[src/design/tme_pkg.sv]
// ----------------------------------------------------------------------------
// tme_pkg: shared definitions for the text to Morse encoder
// Symbol codes, sequencer states and the ITU character pattern lookup.
// ----------------------------------------------------------------------------
`default_nettype none

package tme_pkg;

    localparam int unsigned CharWidth   = 8;
    localparam int unsigned SymbolWidth = 3;
    localparam int unsigned PatWidth    = 6;
    localparam int unsigned LenWidth    = 3;

    localparam logic [SymbolWidth-1:0] SYM_DOT  = 3'd0;
    localparam logic [SymbolWidth-1:0] SYM_DASH = 3'd1;
    localparam logic [SymbolWidth-1:0] SYM_LGAP = 3'd2;
    localparam logic [SymbolWidth-1:0] SYM_WGAP = 3'd3;
    localparam logic [SymbolWidth-1:0] SYM_UNK  = 3'd4;

    localparam logic [CharWidth-1:0] CHAR_SPACE = 8'h20;

    typedef enum logic [2:0] {
        ST_IDLE,
        ST_ELEM,
        ST_UNK,
        ST_LGAP,
        ST_WGAP
    } state_t;

    // Pattern is left aligned: the first element sent sits in the top bit,
    // a one is a dash. A length of zero marks a character with no pattern.
    typedef struct packed {
        logic [LenWidth-1:0] len;
        logic [PatWidth-1:0] bits;
    } morse_entry_t;

    localparam morse_entry_t ALPHA_TABLE [26] = '{
        '{3'd2, 6'b010000}, '{3'd4, 6'b100000}, '{3'd4, 6'b101000},
        '{3'd3, 6'b100000}, '{3'd1, 6'b000000}, '{3'd4, 6'b001000},
        '{3'd3, 6'b110000}, '{3'd4, 6'b000000}, '{3'd2, 6'b000000},
        '{3'd4, 6'b011100}, '{3'd3, 6'b101000}, '{3'd4, 6'b010000},
        '{3'd2, 6'b110000}, '{3'd2, 6'b100000}, '{3'd3, 6'b111000},
        '{3'd4, 6'b011000}, '{3'd4, 6'b110100}, '{3'd3, 6'b010000},
        '{3'd3, 6'b000000}, '{3'd1, 6'b100000}, '{3'd3, 6'b001000},
        '{3'd4, 6'b000100}, '{3'd3, 6'b011000}, '{3'd4, 6'b100100},
        '{3'd4, 6'b101100}, '{3'd4, 6'b110000}
    };

    localparam morse_entry_t DIGIT_TABLE [10] = '{
        '{3'd5, 6'b111110}, '{3'd5, 6'b011110}, '{3'd5, 6'b001110},
        '{3'd5, 6'b000110}, '{3'd5, 6'b000010}, '{3'd5, 6'b000000},
        '{3'd5, 6'b100000}, '{3'd5, 6'b110000}, '{3'd5, 6'b111000},
        '{3'd5, 6'b111100}
    };

    function automatic morse_entry_t morse_lookup(input logic [CharWidth-1:0] code);
        morse_entry_t entry;
        logic [CharWidth-1:0] offset;
        entry  = '{3'd0, 6'b000000};
        offset = 8'h00;
        case (code) inside
            [8'h61:8'h7A]: begin
                offset = code - 8'h61;
                entry  = ALPHA_TABLE[offset[4:0]];
            end
            [8'h41:8'h5A]: begin
                offset = code - 8'h41;
                entry  = ALPHA_TABLE[offset[4:0]];
            end
            [8'h30:8'h39]: begin
                offset = code - 8'h30;
                entry  = DIGIT_TABLE[offset[3:0]];
            end
            8'h2E:   entry = '{3'd6, 6'b010101};
            8'h2C:   entry = '{3'd6, 6'b110011};
            8'h3F:   entry = '{3'd6, 6'b001100};
            8'h27:   entry = '{3'd6, 6'b011110};
            8'h21:   entry = '{3'd6, 6'b101011};
            8'h2F:   entry = '{3'd5, 6'b100100};
            8'h28:   entry = '{3'd5, 6'b101100};
            8'h29:   entry = '{3'd6, 6'b101101};
            8'h3A:   entry = '{3'd6, 6'b111000};
            8'h3B:   entry = '{3'd6, 6'b101010};
            8'h3D:   entry = '{3'd5, 6'b100010};
            8'h2B:   entry = '{3'd5, 6'b010100};
            8'h2D:   entry = '{3'd6, 6'b100001};
            8'h22:   entry = '{3'd6, 6'b010010};
            8'h40:   entry = '{3'd6, 6'b011010};
            default: entry = '{3'd0, 6'b000000};
        endcase
        return entry;
    endfunction

endpackage

`default_nettype wire

[src/design/text_to_morse_encoder.sv]
// ----------------------------------------------------------------------------
// text_to_morse_encoder: ITU Morse encoder, one character in, symbols out
// The first symbol is offered in the cycle after the character transfer.
// A character of N results holds the input for N transfers, paced by one
// shifter that walks the pattern one element per output transfer.
// Reset (aresetn low, synchronous) returns the sequencer to idle, no output.
// ----------------------------------------------------------------------------
`default_nettype none

module text_to_morse_encoder
    import tme_pkg::*;
(
    input  wire logic                   aclk,
    input  wire logic                   aresetn,

    input  wire logic                   s_valid,
    output      logic                   s_ready,
    input  wire logic [CharWidth-1:0]   s_char_code,

    output      logic                   m_valid,
    input  wire logic                   m_ready,
    output      logic [SymbolWidth-1:0] m_symbol,
    output      logic                   m_last
);

    // The sequencer walks one character at a time. The pattern register is
    // the shared unit: each element transfer shifts it left by one place and
    // counts down the remaining element count, so the top bit always holds
    // the element currently on offer.
    state_t              state_reg, state_next;
    logic [PatWidth-1:0] pat_reg, pat_next;
    logic [LenWidth-1:0] cnt_reg, cnt_next;

    morse_entry_t entry;
    logic         s_xfer;
    logic         m_xfer;

    assign entry  = morse_lookup(s_char_code);
    assign s_xfer = s_valid && s_ready;
    assign m_xfer = m_valid && m_ready;

    // Next-state and datapath logic.
    always_comb begin
        state_next = state_reg;
        pat_next   = pat_reg;
        cnt_next   = cnt_reg;
        case (state_reg)
            ST_IDLE: begin
                if (s_xfer) begin
                    pat_next = entry.bits;
                    cnt_next = entry.len;
                    if (s_char_code == CHAR_SPACE) begin
                        state_next = ST_WGAP;
                    end else if (entry.len == '0) begin
                        state_next = ST_UNK;
                    end else begin
                        state_next = ST_ELEM;
                    end
                end
            end
            ST_ELEM: begin
                if (m_xfer) begin
                    pat_next = {pat_reg[PatWidth-2:0], 1'b0};
                    cnt_next = cnt_reg - LenWidth'(1);
                    // After the final element the letter gap follows.
                    if (cnt_reg == LenWidth'(1)) begin
                        state_next = ST_LGAP;
                    end
                end
            end
            ST_UNK: begin
                if (m_xfer) begin
                    state_next = ST_LGAP;
                end
            end
            ST_LGAP, ST_WGAP: begin
                if (m_xfer) begin
                    state_next = ST_IDLE;
                end
            end
            default: state_next = ST_IDLE;
        endcase
    end

    // Output decode from the registered state only.
    always_comb begin
        s_ready  = 1'b0;
        m_valid  = 1'b0;
        m_symbol = SYM_DOT;
        m_last   = 1'b0;
        case (state_reg)
            ST_IDLE: begin
                s_ready = 1'b1;
            end
            ST_ELEM: begin
                m_valid  = 1'b1;
                m_symbol = pat_reg[PatWidth-1] ? SYM_DASH : SYM_DOT;
            end
            ST_UNK: begin
                m_valid  = 1'b1;
                m_symbol = SYM_UNK;
            end
            ST_LGAP: begin
                m_valid  = 1'b1;
                m_symbol = SYM_LGAP;
                m_last   = 1'b1;
            end
            ST_WGAP: begin
                m_valid  = 1'b1;
                m_symbol = SYM_WGAP;
                m_last   = 1'b1;
            end
            default: begin
                s_ready = 1'b0;
            end
        endcase
    end

    always_ff @(posedge aclk) begin
        if (!aresetn) begin
            state_reg <= ST_IDLE;
        end else begin
            state_reg <= state_next;
        end
    end

    // Pattern and count carry no reset; they are loaded on every character transfer.
    always_ff @(posedge aclk) begin
        pat_reg <= pat_next;
        cnt_reg <= cnt_next;
    end

endmodule

`default_nettype wire
[config.mk]
export PLATFORM = sky130hd
export DESIGN_NAME = text_to_morse_encoder
export DESIGN_NICKNAME = d
export VERILOG_FILES = /design/src/design/tme_pkg.sv /design/src/design/text_to_morse_encoder.sv
export SDC_FILE = /design/constraint.sdc
export NUM_CORES = 1
export LEC_CHECK = 0
export ABC_AREA = 1
export BUFFER_PORTS_ARGS = -buffer_cell sky130_fd_sc_hd__buf_2
export CORE_MARGIN = 1.5
export CORE_UTILIZATION = 45
export DETAILED_ROUTE_END_ITERATION = 12
export PLACE_DENSITY_LB_ADDON = 0.3
export SYNTH_ARGS = -nofsm -noshare
export SYNTH_HDL_FRONTEND = slang
export SYNTH_SLANG_ARGS = --single-unit
[constraint.sdc]
create_clock -name aclk -period 7.1 [get_ports aclk]
set_input_delay 2.13 -clock aclk [delete_from_list [all_inputs] [get_ports aclk]]
set_output_delay 2.13 -clock aclk [all_outputs]
set_load 0.02 [all_outputs]
==> reports/results.txt <==
status -> complete, no violations
ys flop type -> edfxtp_1
sw power -> 195 uW
fin. max-slew vios -> 0
GRT Overall Usage -> 0.217
register area share after synthesis -> 0.183
Pre-antenna DRT Iters -> 5
final hold vios -> 0
Synth Cell Area -> 1810 um2
CP required -> 7.21 ns
Highest Signal Layer -> met4
Initial Utilization -> 0.480
power share of the sequential group -> 0.325
clk_skew -> 0.00453 ns
first-pass GRT wire length -> 7510 um
worst hold path type -> flip-flop to flip-flop
total CTS buffers -> 3
maxcap violations -> 0
relative slew slack -> 0.437
cell-internal power -> 233 uW
Hold EP -> pat_reg[2]$_DFFE_PP_
Mapped Avg Cell Area -> 5.91 um2
crit path DAT -> 4.02 ns
clock share of power -> 0.150
Min Clock Period, post-route -> 3.91 ns
gr ovfl total -> 0
die width -> 66.4 um
Longest Clk Path Bufs -> 2
Total Wirelength -> 4460 um
worst-path fanout max -> 13
overall power -> 428 uW
Filler cells -> 383
Synth Warn # -> 0
Final GP Congestion -> 0.916
vias in the first global route -> 1768
Detailed Place HPWL -> 3570 um
Die H -> 66.4 um
max reg flops -> 6
PwrDens -> 219 nW/um2
RSZ-0062 raised after global routing -> false
CTS sink count -> 12
Rows -> 22
synth unique cells -> 36
r2r setup slk -> 4.91 ns
final worst slack -> 3.19 ns
top cell type's share of synthesized area -> 0.199
post-place setup slack -> 2.95 ns
TritonCTS clock tree -> built
Area growth syn-to-layout -> 7.95%
R2R Path Start -> state_reg[0]$_SDFFE_PN0P_
I/O pins -> 18
Synth async-reset ratio -> 0
Critical Path Source Type -> input pin
Clock Pin Slew Worst Setup and Hold Paths -> 0.05 ns
Avg WL per Cell -> 12.1 um
Tightest Pin Transition -> 0.844 ns
Gate power share -> 0.525
core area -> 3770 um2
M1 WL -> 2080 um
Port Buffers -> 17
Yosys reg bits -> 12
Routed Antenna Nets -> 0
Post-Syn Nets -> 328
routed via count -> 1959
Worst VDD drop -> 0.0996 mV
setup bufs post-CTS -> 0
critical path class -> input pin to flip-flop
endpoint type of the worst setup path -> flip-flop
Starting DRT DRC Count -> 116
CTS H-tree lvls -> 1
Final nets -> 344
Worst-Skew Late Latency -> 0.24 ns
DR DRC count -> 0
ranking of synthesized cells by area -> nand2_1 (20%), edfxtp_1 (15%), o21ai_0 (8.3%)
number of gates resized after CTS -> 0
fraction of layout cells with a size suffix above 1 -> 0.137
ant diodes -> 0
met2 WL -> 2140 um
LEAKAGE -> 0.00108 uW
Hold-fix buffers, CTS -> 0
metal3 WL -> 210 um
post-synth top area cell -> nand2_1
final setup violation count -> 0
Setup TNS -> 0 ns
fin crit share -> 0.551
Mapped Cells -> 306
fmax -> 256 MHz
EDFF count, synth -> 9
Via density -> 5.31
Reg-to-Reg End -> cnt_reg[1]$_DFFE_PP_
largest net degree at the start of global routing -> 19
hold_sp -> pat_reg[1]$_DFFE_PP_
Sw Ratio -> 0.456
root buffer cell -> clkbuf_8
R2R depth -> 5
die area -> 4410 um2
Min-Delay Path Depth -> 2
initial antenna violation count -> 0
-- worst max-delay path, cell delays in order --
cell and delay, ns:
buf_2 0.22, inv_2 0.13, ha_1 0.35, nand2_4 0.12, xor2_1 0.41, o21ai_2 0.14, o21bai_1 0.19, a21oi_1 0.14
o21ai_0 0.12, nand2_1 0.07
-- power by group through the flow --
| stage | logic (uW) | registers [uW] | clock network [uW] |
|---|---|---|---|
| after CTS | 226 | 139 | 64.3 |
| after global placement | 223 | 139 | 0 |
| final | 225 | 139 | 64.4 |
| after detailed placement | 225 | 140 | 0 |
| after global routing | 255 | 143 | 67.2 |
| after floorplan | 174 | 135 | 0 |
-- worst max path at each step --
stage | from | to | cells past startpoint
floorplan | s_char_code[0] | pat_reg[2]$_DFFE_PP_ | 13
global placement | s_char_code[0] | pat_reg[2]$_DFFE_PP_ | 10
detailed placement | s_char_code[0] | pat_reg[2]$_DFFE_PP_ | 13
CTS | s_char_code[0] | pat_reg[2]$_DFFE_PP_ | 10
global route | s_char_code[0] | pat_reg[2]$_DFFE_PP_ | 10
finish | s_char_code[0] | pat_reg[2]$_DFFE_PP_ | 10
-- cell usage in the layout, fill, tap and decap left out, types with 2 or more instances in the layout --
cell	n
nand2_1	96
nor2_1	35
inv_1	32
o21ai_0	30
nand3_1	21
buf_2	17
a21oi_1	12
ha_1	10
edfxtp_1	9
nand2_2	8
nor3_1	4
nor2_2	4
nand4_1	4
inv_2	3
xor2_1	3
a31oi_1	3
o211ai_1	3
clkbuf_8	3
dfxtp_1	3
or2_1	2
nor2_4	2
o21ai_2	2
nand2_4	2
nand3b_1	2
-- synth_stat cells (4+ instances only) --
library cell  instances
inv_1                32
nand2_2               8
nand3_1              21
o21ai_0              30
a21oi_1              12
ha_1                 10
nor2_1               35
nor3_1                4
nor2_2                4
edfxtp_1              9
nand4_1               4
nand2_1              96
-- per-stage QoR --
stage          hold slack (ns)  area, um2  cells   util
2_1_floorplan            0.488       1810    306      -
3_3_place_gp             0.499       1910    365  0.506
3_5_place_dp             0.514       1910    365  0.506
4_1_cts                  0.530       1950    369  0.518
5_1_grt                  0.558       1950    369  0.518
6_report                 0.531       1950    369  0.518
-- layer usage --
metal	up-vias	GRT usage
met4	0	0.0536
met5	-	0
met2	61	0.386
met3	4	0.0204
met1	870	0.280
li1	1024	-
-- kinds of logic (layout without fill, tap and decap cells) --
kind of cell    after synthesis  in the layout  synth area share
fa+ha+maj                    10             10            0.0692
buf+inv                      42             57             0.102
mux                           1              1           0.00553
flops                        12             12             0.183
compound gates               56             56             0.175
xor+xnor                      3              3            0.0145
simple gates                182            182             0.452
-- area by class of cell --
| type | instances | area, um2 | share of cell area |
|---|---|---|---|
| clock buffer | 4 | 45.0 | 0.0231 |
| inverter | 36 | 138 | 0.0705 |
| multi-input combinational | 252 | 1290 | 0.663 |
| sequential | 12 | 330 | 0.169 |
| tap | 48 | 60.1 | 0.0307 |
| timing repair buffer | 17 | 85.1 | 0.0436 |
Note: power is estimated with default switching activity, not from simulation.
